===== config.mk =====
export PLATFORM = sky130hd
export DESIGN_NAME = websocket_frame_deframer
export DESIGN_NICKNAME = d
export VERILOG_FILES = /design/src/sv/wsd_pkg.sv /design/src/sv/wsd_parser.sv /design/src/sv/wsd_queue.sv /design/src/sv/wsd_output.sv /design/src/sv/websocket_frame_deframer.sv
export SDC_FILE = /design/constraint.sdc
export NUM_CORES = 1
export LEC_CHECK = 0
export BUFFER_PORTS_ARGS = -buffer_cell sky130_fd_sc_hd__buf_2
export CAP_MARGIN = 20
export CORE_AREA = 2 2 111 157
export DETAILED_ROUTE_END_ITERATION = 12
export DIE_AREA = 0 0 113 159
export HOLD_SLACK_MARGIN = 0.06
export PLACE_DENSITY = 0.91
export SETUP_SLACK_MARGIN = 0.5
export SLEW_MARGIN = 20
export SYNTH_ARGS = -nofsm -noshare
export SYNTH_HDL_FRONTEND = slang
export SYNTH_SLANG_ARGS = --single-unit
export TNS_END_PERCENT = 1

===== constraint.sdc =====
create_clock -name clk -period 9.5 [get_ports clk]
set_input_delay 2.85 -clock clk [delete_from_list [all_inputs] [get_ports clk]]
set_output_delay 2.85 -clock clk [all_outputs]
set_load 0.05 [all_outputs]

===== src/sv/wsd_pkg.sv =====
// ----------------------------------------------------------------------------
// wsd_pkg
// Shared types for the frame deframer: parse phases and the queued result item.
// ----------------------------------------------------------------------------
package wsd_pkg;

    typedef enum logic [2:0] {
        PH_HDR0 = 3'd0,
        PH_HDR1 = 3'd1,
        PH_EXT  = 3'd2,
        PH_KEY  = 3'd3,
        PH_DATA = 3'd4
    } phase_t;

    localparam logic [6:0] LEN_EXT16 = 7'd126;
    localparam logic [6:0] LEN_EXT64 = 7'd127;
    localparam logic [3:0] EXT16_BYTES = 4'd2;
    localparam logic [3:0] EXT64_BYTES = 4'd8;
    localparam logic [3:0] KEY_BYTES = 4'd4;

    // one result item as classified by the front end, unmasking done later
    typedef struct packed {
        logic [7:0] data;
        logic [7:0] key;
        logic [3:0] opcode;
        logic       fin;
        logic       empty;
        logic       last;
    } cmd_t;

endpackage


===== src/sv/wsd_parser.sv =====
// ----------------------------------------------------------------------------
// wsd_parser
// Front end: walks the frame header, holds length and mask key, and pushes one
// classified item per payload byte (or one for an empty frame) to the queue.
// ----------------------------------------------------------------------------
module wsd_parser
    import wsd_pkg::*;
(
    input  logic       clk,
    input  logic       rst_n,
    input  logic       accept,
    input  logic [7:0] stream_byte,
    output logic       push,
    output cmd_t       push_cmd
);

    phase_t      phase_reg, phase_next;
    logic [3:0]  count_reg, count_next;
    logic [3:0]  opcode_reg, opcode_next;
    logic        fin_reg, fin_next;
    logic        masked_reg, masked_next;
    logic [63:0] remain_reg, remain_next;
    logic [31:0] key_reg, key_next;
    logic [1:0]  index_reg, index_next;

    logic [6:0]  len7;
    logic [63:0] ext_len;
    logic [3:0]  count_dec;
    logic [7:0]  key_byte;
    logic        data_last;

    assign len7      = stream_byte[6:0];
    assign ext_len   = {remain_reg[55:0], stream_byte};
    assign count_dec = count_reg - 4'd1;
    assign data_last = (remain_reg == 64'd1);

    always_comb
    begin
        unique case (index_reg)
            2'd0: key_byte = key_reg[31:24];
            2'd1: key_byte = key_reg[23:16];
            2'd2: key_byte = key_reg[15:8];
            2'd3: key_byte = key_reg[7:0];
            default: key_byte = key_reg[31:24];
        endcase
    end

    // next state
    always_comb
    begin
        phase_next  = phase_reg;
        count_next  = count_reg;
        opcode_next = opcode_reg;
        fin_next    = fin_reg;
        masked_next = masked_reg;
        remain_next = remain_reg;
        key_next    = key_reg;
        index_next  = index_reg;
        if (accept)
        begin
            unique case (phase_reg)
                PH_HDR1:
                begin
                    masked_next = stream_byte[7];
                    if (len7 == LEN_EXT16)
                    begin
                        remain_next = '0;
                        phase_next  = PH_EXT;
                        count_next  = EXT16_BYTES;
                    end
                    else if (len7 == LEN_EXT64)
                    begin
                        remain_next = '0;
                        phase_next  = PH_EXT;
                        count_next  = EXT64_BYTES;
                    end
                    else
                    begin
                        remain_next = {57'd0, len7};
                        if (stream_byte[7])
                        begin
                            phase_next = PH_KEY;
                            count_next = KEY_BYTES;
                            key_next   = '0;
                        end
                        else
                        begin
                            index_next = '0;
                            phase_next = (len7 == 7'd0) ? PH_HDR0 : PH_DATA;
                        end
                    end
                end
                PH_EXT:
                begin
                    remain_next = ext_len;
                    count_next  = count_dec;
                    if (count_dec == 4'd0)
                    begin
                        if (masked_reg)
                        begin
                            phase_next = PH_KEY;
                            count_next = KEY_BYTES;
                            key_next   = '0;
                        end
                        else
                        begin
                            index_next = '0;
                            phase_next = (ext_len == 64'd0) ? PH_HDR0 : PH_DATA;
                        end
                    end
                end
                PH_KEY:
                begin
                    key_next   = {key_reg[23:0], stream_byte};
                    count_next = count_dec;
                    if (count_dec == 4'd0)
                    begin
                        index_next = '0;
                        phase_next = (remain_reg == 64'd0) ? PH_HDR0 : PH_DATA;
                    end
                end
                PH_DATA:
                begin
                    index_next  = index_reg + 2'd1;
                    remain_next = remain_reg - 64'd1;
                    if (data_last)
                        phase_next = PH_HDR0;
                end
                default:
                begin
                    fin_next    = stream_byte[7];
                    opcode_next = stream_byte[3:0];
                    count_next  = '0;
                    phase_next  = PH_HDR1;
                end
            endcase
        end
    end

    // outputs
    always_comb
    begin
        push            = 1'b0;
        push_cmd.data   = '0;
        push_cmd.key    = '0;
        push_cmd.opcode = opcode_reg;
        push_cmd.fin    = fin_reg;
        push_cmd.empty  = 1'b1;
        push_cmd.last   = 1'b1;
        if (accept)
        begin
            unique case (phase_reg)
                PH_HDR1:
                    push = (len7 != LEN_EXT16) && (len7 != LEN_EXT64)
                        && !stream_byte[7] && (len7 == 7'd0);
                PH_EXT:
                    push = (count_dec == 4'd0) && !masked_reg && (ext_len == 64'd0);
                PH_KEY:
                    push = (count_dec == 4'd0) && (remain_reg == 64'd0);
                PH_DATA:
                begin
                    push           = 1'b1;
                    push_cmd.data  = stream_byte;
                    push_cmd.key   = masked_reg ? key_byte : 8'd0;
                    push_cmd.empty = 1'b0;
                    push_cmd.last  = data_last;
                end
                default:
                    push = 1'b0;
            endcase
        end
    end

    always_ff @(posedge clk or negedge rst_n)
    begin
        if (!rst_n)
        begin
            phase_reg  <= PH_HDR0;
            count_reg  <= '0;
            opcode_reg <= '0;
            fin_reg    <= 1'b0;
            masked_reg <= 1'b0;
            remain_reg <= '0;
            key_reg    <= '0;
            index_reg  <= '0;
        end
        else
        begin
            phase_reg  <= phase_next;
            count_reg  <= count_next;
            opcode_reg <= opcode_next;
            fin_reg    <= fin_next;
            masked_reg <= masked_next;
            remain_reg <= remain_next;
            key_reg    <= key_next;
            index_reg  <= index_next;
        end
    end

endmodule


===== src/sv/wsd_queue.sv =====
// ----------------------------------------------------------------------------
// wsd_queue
// Short first-in first-out queue of classified items between front and back.
// ----------------------------------------------------------------------------
module wsd_queue
    import wsd_pkg::*;
#(
    parameter int DEPTH = 4
)
(
    input  logic clk,
    input  logic rst_n,
    input  logic push,
    input  cmd_t push_cmd,
    input  logic pop,
    output logic full,
    output logic head_valid,
    output cmd_t head_cmd
);

    localparam int PW = (DEPTH > 1) ? $clog2(DEPTH) : 1;
    localparam int CW = $clog2(DEPTH + 1);
    localparam logic [PW-1:0] LAST_PTR = PW'(DEPTH - 1);
    localparam logic [CW-1:0] FULL_COUNT = CW'(DEPTH);

    cmd_t            slot_reg [DEPTH];
    logic [PW-1:0]   wr_ptr_reg, wr_ptr_next;
    logic [PW-1:0]   rd_ptr_reg, rd_ptr_next;
    logic [CW-1:0]   count_reg, count_next;
    logic            do_push, do_pop;

    assign full       = (count_reg == FULL_COUNT);
    assign head_valid = (count_reg != '0);
    assign head_cmd   = slot_reg[rd_ptr_reg];
    assign do_push    = push && !full;
    assign do_pop     = pop && head_valid;

    always_comb
    begin
        wr_ptr_next = wr_ptr_reg;
        rd_ptr_next = rd_ptr_reg;
        count_next  = count_reg;
        if (do_push)
            wr_ptr_next = (wr_ptr_reg == LAST_PTR) ? '0 : wr_ptr_reg + PW'(1);
        if (do_pop)
            rd_ptr_next = (rd_ptr_reg == LAST_PTR) ? '0 : rd_ptr_reg + PW'(1);
        if (do_push && !do_pop)
            count_next = count_reg + CW'(1);
        else if (do_pop && !do_push)
            count_next = count_reg - CW'(1);
    end

    always_ff @(posedge clk)
    begin
        if (do_push)
            slot_reg[wr_ptr_reg] <= push_cmd;
    end

    always_ff @(posedge clk or negedge rst_n)
    begin
        if (!rst_n)
        begin
            wr_ptr_reg <= '0;
            rd_ptr_reg <= '0;
            count_reg  <= '0;
        end
        else
        begin
            wr_ptr_reg <= wr_ptr_next;
            rd_ptr_reg <= rd_ptr_next;
            count_reg  <= count_next;
        end
    end

endmodule


===== src/sv/wsd_output.sv =====
// ----------------------------------------------------------------------------
// wsd_output
// Back end: unmasks the queued item and holds it in the output register.
// ----------------------------------------------------------------------------
module wsd_output
    import wsd_pkg::*;
(
    input  logic       clk,
    input  logic       rst_n,
    input  logic       head_valid,
    input  cmd_t       head_cmd,
    output logic       pop,
    input  logic       out_stall,
    output logic       out_valid,
    output logic [7:0] payload_byte,
    output logic [3:0] frame_opcode,
    output logic       final_fragment,
    output logic       empty_frame,
    output logic       frame_end
);

    logic       valid_reg;
    logic [7:0] byte_reg;
    logic [3:0] opcode_reg;
    logic       fin_reg;
    logic       empty_reg;
    logic       last_reg;

    assign pop = head_valid && (!valid_reg || !out_stall);

    always_ff @(posedge clk or negedge rst_n)
    begin
        if (!rst_n)
            valid_reg <= 1'b0;
        else if (!valid_reg || !out_stall)
            valid_reg <= head_valid;
    end

    always_ff @(posedge clk)
    begin
        if (pop)
        begin
            byte_reg   <= head_cmd.data ^ head_cmd.key;
            opcode_reg <= head_cmd.opcode;
            fin_reg    <= head_cmd.fin;
            empty_reg  <= head_cmd.empty;
            last_reg   <= head_cmd.last;
        end
    end

    assign out_valid      = valid_reg;
    assign payload_byte   = byte_reg;
    assign frame_opcode   = opcode_reg;
    assign final_fragment = fin_reg;
    assign empty_frame    = empty_reg;
    assign frame_end      = last_reg;

endmodule


===== src/sv/websocket_frame_deframer.sv =====
// ----------------------------------------------------------------------------
// websocket_frame_deframer
// Receive-side frame deframer: one stream byte in, unmasked payload bytes out.
// ----------------------------------------------------------------------------
// usage
//   input channel: stream_byte with in_valid / in_stall, one byte per item
//   output channel: payload_byte, frame_opcode, final_fragment, empty_frame,
//   frame_end with out_valid / out_stall
//   header, length and mask key bytes give no result; each payload byte gives
//   one, and a zero-length frame gives a single empty_frame item
//   a result passes through a queue slot and then the output register
//   throughput: one byte per cycle while in_stall is low, set by the header parser
//   a QUEUE_DEPTH entry queue sits between parser and output register;
//   in_stall rises only while that queue is full, so a stalled receiver
//   backs up into the input after QUEUE_DEPTH + 1 results
//   reset clears parser state, queue and output valid; the parser then waits
//   for byte 0 of a new frame
// ----------------------------------------------------------------------------
module websocket_frame_deframer
    import wsd_pkg::*;
#(
    parameter int QUEUE_DEPTH = 4
)
(
    input  logic       clk,
    input  logic       rst_n,
    input  logic       in_valid,
    output logic       in_stall,
    input  logic [7:0] stream_byte,
    output logic       out_valid,
    input  logic       out_stall,
    output logic [7:0] payload_byte,
    output logic [3:0] frame_opcode,
    output logic       final_fragment,
    output logic       empty_frame,
    output logic       frame_end
);

    logic accept;
    logic push;
    cmd_t push_cmd;
    logic pop;
    logic full;
    logic head_valid;
    cmd_t head_cmd;

    assign in_stall = full;
    assign accept   = in_valid && !in_stall;

    wsd_parser u_parser (
        .clk         (clk),
        .rst_n       (rst_n),
        .accept      (accept),
        .stream_byte (stream_byte),
        .push        (push),
        .push_cmd    (push_cmd)
    );

    wsd_queue #(
        .DEPTH (QUEUE_DEPTH)
    ) u_queue (
        .clk        (clk),
        .rst_n      (rst_n),
        .push       (push),
        .push_cmd   (push_cmd),
        .pop        (pop),
        .full       (full),
        .head_valid (head_valid),
        .head_cmd   (head_cmd)
    );

    wsd_output u_output (
        .clk            (clk),
        .rst_n          (rst_n),
        .head_valid     (head_valid),
        .head_cmd       (head_cmd),
        .pop            (pop),
        .out_stall      (out_stall),
        .out_valid      (out_valid),
        .payload_byte   (payload_byte),
        .frame_opcode   (frame_opcode),
        .final_fragment (final_fragment),
        .empty_frame    (empty_frame),
        .frame_end      (frame_end)
    );

`ifndef SYNTHESIS
    a_push_not_full: assert property (@(posedge clk) disable iff (!rst_n)
        push |-> !full)
        else $error("item pushed into full queue");

    a_empty_is_end: assert property (@(posedge clk) disable iff (!rst_n)
        out_valid && empty_frame |-> frame_end && (payload_byte == 8'd0))
        else $error("empty frame item not marked as frame end with zero byte");

    a_pop_has_item: assert property (@(posedge clk) disable iff (!rst_n)
        pop |-> head_valid)
        else $error("pop from empty queue");

    a_push_needs_accept: assert property (@(posedge clk) disable iff (!rst_n)
        push |-> accept)
        else $error("item pushed without accepted byte");
`endif

endmodule


# == Word level (Yosys, flattened, before mapping) ==
# Memory sizes are Yosys's and may differ from the RTL's.
# Index checks and enable logic that the tools add are counted.
# word_totals
ram_bits,92
word_cells,138
reg_bits,134
mem_count,1
out_inout_bits,17
# op_classes
reduce_logical,38
n_addsub,7
eq_ne,25
mux,47
n_bitwise,3
# memory_table
memory,words,width,read_ports,rd_ports_with_merged_regs,write_ports,line,text
u_queue.slot_reg,4,23,1,0,1,wsd_queue.sv:26,cmd_t slot_reg [DEPTH];
# ops
operator,count
$pmux 64 s3,1
$mux 32,5
$logic_not 64->1,2
$pmux 32 s3,1
$eq 64x1->1 const B,1
$mux 64,1
$sub 64x1->64 const B,1
$mux 3,12
$mux 16,2
$pmux 8 s4,1
$mux 2,10
$mux 4,5
$pmux 4 s4,1
$eq 7x7->1 const B,2
$ne 7x7->1 const B,2
$logic_and 1x1->1,12
$pmux 3 s4,1
$ne 2x2->1 const B,5
$reduce_bool 3->1,3
$eq 2x2->1 const B,4
$mux 8,1
$ne 2x1->1 const B,4
$pmux 2 s4,1
$reduce_and 8->1,1
other kinds (26),41

# == Longest topological paths before layout ==
# depth
word_depth,11
ltp_mapped,13
mapped_depth_nobuf,13

# == Hierarchy ==
# Synthesis repeated with hierarchy kept, for this count alone.
# hier_totals
hier_cells,937
area_unflattened_um2,10918.0
# modules_own_cells
mod,cells_each,n_inst,seq_area_each_um2,area_per_inst_um2
wsd_parser,752,1,2777.7,6510.0
wsd_queue,158,1,2937.8,3829.9
wsd_output,26,1,475.5,564.3
websocket_frame_deframer,1,1,0.0,13.8

# == Least setup slack after synthesis ==
# No wires, ideal clock.
# synth_timing
path_type,in2reg
from,input stream_byte[3]
to,register u_queue.count_reg[2]
path_buffers,0
slack_ns,4.436
arrival_ns,4.984
stages,11
path_cell_list,nor4_1 -> nand2_1 -> nor4_1 -> a41oi_1 -> o21ai_2 -> ha_1 -> inv_1 -> fa_1 -> xor2_1 -> nor2_1 -> xnor2_1
# synth_between
elab_chain_cells,10
# synth_rtl
item,line,text
"start, declared",websocket_frame_deframer.sv:29,"input logic [7:0] stream_byte,"
$ne 7x7->1,wsd_parser.sv:154,push = (len7 != LEN_EXT16) && (len7 != LEN_EXT64)
$logic_and 1x1->1,wsd_parser.sv:154,
$logic_and 1x1->1 (2 in a row),wsd_parser.sv:155,&& !stream_byte[7] && (len7 == 7'd0);
$pmux 1 s4 *,wsd_parser.sv:152,unique case (phase_reg)
$mux 1 *,wsd_parser.sv:150,if (accept)
$logic_and 1x1->1 *,wsd_queue.sv:35,assign do_push = push && !full;
named net u_queue.do_push,wsd_queue.sv:30,"logic do_push, do_pop;"
$logic_not 1->1,wsd_queue.sv:49,else if (do_pop && !do_push)
$logic_and 1x1->1,wsd_queue.sv:49,
$reduce_bool 2->1 (no line),n/a,
"end signal, assigned",wsd_queue.sv:71,count_reg <= count_next;
"end, declared",wsd_queue.sv:29,"logic [CW-1:0] count_reg, count_next;"
# Mark *: on every way through the listed nets, which the timed path passes. The rest lies on a longest branch.
# A chain may end at the register's enable or synchronous reset.

# == Worst setup path in the final report ==
# layout_timing
from,input stream_byte[3]
to,"memory u_queue.slot_reg[2][21] in the netlist's numbering, enable pin"
# layout_between
elab_chain_cells,9
# layout_rtl
item,line,text
$ne 7x7->1,wsd_parser.sv:154,
$logic_and 1x1->1,wsd_parser.sv:154,
$logic_and 1x1->1 (2 in a row),wsd_parser.sv:155,
$pmux 1 s4 *,wsd_parser.sv:152,
$mux 1 *,wsd_parser.sv:150,
$logic_and 1x1->1 *,wsd_queue.sv:35,
named net u_queue.do_push,wsd_queue.sv:30,
$mux 1 *,wsd_queue.sv:55,if (do_push)
$mux 1 (implied by the code) *,wsd_queue.sv:56,slot_reg[wr_ptr_reg] <= push_cmd;
"end, declared",wsd_queue.sv:26,
# Marked as above.

==> flow_summary.yaml <==
die:
  initial_utilization_pct: 66.0
  floorplan.rows: 56
  core-area_um2: 16500
  chipWidth_um: 113
  dieArea_um2: 18000
  dieHeight_um: 159
  io_pins: 29
route:
  route.final.wire_length_um: 25500
  ant_nets: 0
  drcViolationCount: 5
  num_vias: 8375
  routed_via_density: 6.84
  routedWlPerCell_um: 20.8
  first_iter_violations: 1180
  dr.pass1.iters: 10
global_routing:
  grt_pass1_wl_um: 41600
  grt_max_degree: 65
  grt_use_total_pct: 28.5
  grt_antenna_before_repair: 0
  grt_pass1_vias: 8269
  overflow: 0
place:
  dp_hpwl_um: 16500
  place_inst: 1187
  place_congestion: 0.944
  pre_cts_ws_ps: 3640
  portBuffers: 28
clocking:
  post_cts_buffers: 0
  cts_resized: 0
  clockBufferDepth: 3
  clkLatencyLatePin_ps: 510
  cts_hold_buf: 0
  clock-sinks: 226
  htree_levels: 1
  cts_root_buf: "clkbuf_16"
  cts_tree: "yes"
  clk_pin_slew_ps: 60
  cts_buffers: 21
cells_and_area:
  largest_register_ffs: 92
  nNetsFinal: 1035
  instances_no_fill: 1225
  multiInputGateArea_um2: 4420
  n_fill_cell: 1107
  layout_common_cells: "o21ai_0, nand2_1, dfrtp_1"
  diodes: 0
  final_common_cell: "o21ai_0"
  fin_util_pct: 71.8
  seqCellArea_um2: 6190
  drive_above_1_share_pct: 11.5
  area_delta_synth_final_pct: 8.70
logic_synthesis:
  synth_area_leaders: "edfxtp_1, dfrtp_1, o21ai_0"
  ys_types: 65
  ys_warn_count: 0
  async_flop_share_pct: 52.7
  synth_nets: 1035
  syn_area_um2: 10900
  synth_edf_count: 107
  syn-mean-instance-area_um2: 10.8
  netlist.area_leader.share_pct: 29.4
  synth_seq_area_share_pct: 56.7
  ys_seq_elements: 226
  synthFlopType: "dfrtp_1"
  yosys.area.top_type: "edfxtp_1"
  postSynthCellCount: 1007
setup_path:
  crit_family: "simple AND/OR/NAND/NOR gates"
  path_cells: "buf_2 -> nor4_1 -> nand2_1 -> nor4_1 -> a41oi_1 -> o21ai_2 -> and2_1"
  path_buf_inv: 1
  timing.rr.start: "u_parser.remain_reg[19]"
  r2r_slack_ps: 5510
  crit_fanout: 23
  cp.arrival_ps: 5450
  slowest_delay_ps: 860
  cp_slowest_cell: "and2_1"
  rr_worst_depth: 6
  critPathCaptureType: "flop"
  timing.rr.end: "u_queue.slot_reg[2][21]"
  cp.required_ps: 9620
  crit_top_cell: "nor4_1"
  critPathKind: "input pin to flop"
  start_kind: "input pin"
power_and_ir_drop:
  p_leak_nw: 4.68
  pwr_density_cell_nw_per_um2: 353
  power_mw: 4.19
  peakVddDrop_uv: 264
status:
  violations: "DRC"
  status: "finished with violations"
timing:
  worstMarginPinSlew_ps: 1020
  slew_headroom_pct: 31.8
  rsz0062_at_grt: "false"
  hold_viol_final: 0
  slew_violations: 0
  fin_crit_sh_pct: 56.1
  fmax_mhz: 188
  finalCriticalPeriod_ps: 5330
  setup_ws_ps: 4170
  setup_tns_ps: 0
  setup_viol: 0
  fin_skew_ps: 18.0
worst_hold_path:
  min_path_type: "flop to flop"
  min_path_cells: 2
  hold_start: "u_parser.key_reg[29]"
  hold_path_end: "u_parser.key_reg[29]"
flow_run:
  maxCapViolations: 0
[per-layer routing]
layer  share of wire [%]  vias up  global-route usage, %
met2                  51      509                   48.6
met3                 8.1       85                   4.76
li1                    -     3764                      -
met1                  37     4017                   36.6
met4                 3.5        0                   11.3
met5                   0        -                      0
[cell families after synthesis]
family                   synth area share [%]
multiplexers                             3.91
XOR/XNOR                                 3.05
adder cells (fa/ha/maj)                  1.90
flip-flops                               56.7
AND/OR/NAND/NOR                          14.3
AO/OA/AOI/OAI                            17.0
buffers and inverters                    3.08
[worst reg2reg max path, cell delays in order, from the launching register on]
cell	delay, ps
dfrtp_1	460
or4_4	550
or4_1	620
nor4_2	550
a41oi_1	230
o21ai_2	330
and2_1	860
[cell type report]
| cell class | count | share of cell area, % |
|---|---|---|
| timing repair buffer | 37 | 1.77 |
| tap | 203 | 2.14 |
| sequential | 226 | 52.2 |
| clock inverter | 14 | 1.40 |
| inverter | 24 | 0.759 |
| multi-input combinational | 697 | 37.2 |
| clock buffer | 24 | 4.52 |
[how the worst max path moves through the flow]
stage	from	endpoint	slack, ps	depth (start not counted)
final	stream_byte[3]	u_queue.slot_reg[2][21]	4170	7
after global routing	stream_byte[3]	u_queue.slot_reg[2][0]	4000	7
after CTS	in_valid	u_queue.slot_reg[0][13]	4150	6
after detailed placement	in_valid	u_queue.slot_reg[0][9]	3640	6
after global placement	stream_byte[3]	u_queue.slot_reg[1][10]	3760	7
after floorplan	stream_byte[3]	u_queue.count_reg[2]	4440	11
[cell usage after synthesis (10+ instances only)]
| cell | instances |
|---|---|
| ha_1 | 15 |
| dfrtp_1 | 119 |
| a22oi_1 | 26 |
| edfxtp_1 | 107 |
| o21ai_0 | 139 |
| nor3_1 | 29 |
| nand4_1 | 11 |
| mux4_2 | 15 |
| nor4_1 | 12 |
| a32oi_1 | 16 |
| o211ai_1 | 10 |
| and2_1 | 11 |
| nand3_1 | 13 |
| clkbuf_1 | 49 |
| a21oi_1 | 51 |
| nand2_1 | 120 |
| inv_1 | 24 |
| and3_1 | 10 |
| nor2_1 | 70 |
| xor2_1 | 34 |
[power breakdown]
group	total (mW)	leakage (nW)	switching (mW)	internal (mW)
registers	1.56	2.63	0.296	1.26
clock network	0.864	0.343	0.370	0.494
logic	1.77	1.70	1.21	0.561
[stage by stage]
step                hold WS (ps)  instance area (um2)
floorplan                    450                10900
global placement             462                11200
detailed placement           471                11200
CTS                          485                11900
global route                 515                11900
finish                       482                11900
(Power assumes the default switching activity.)
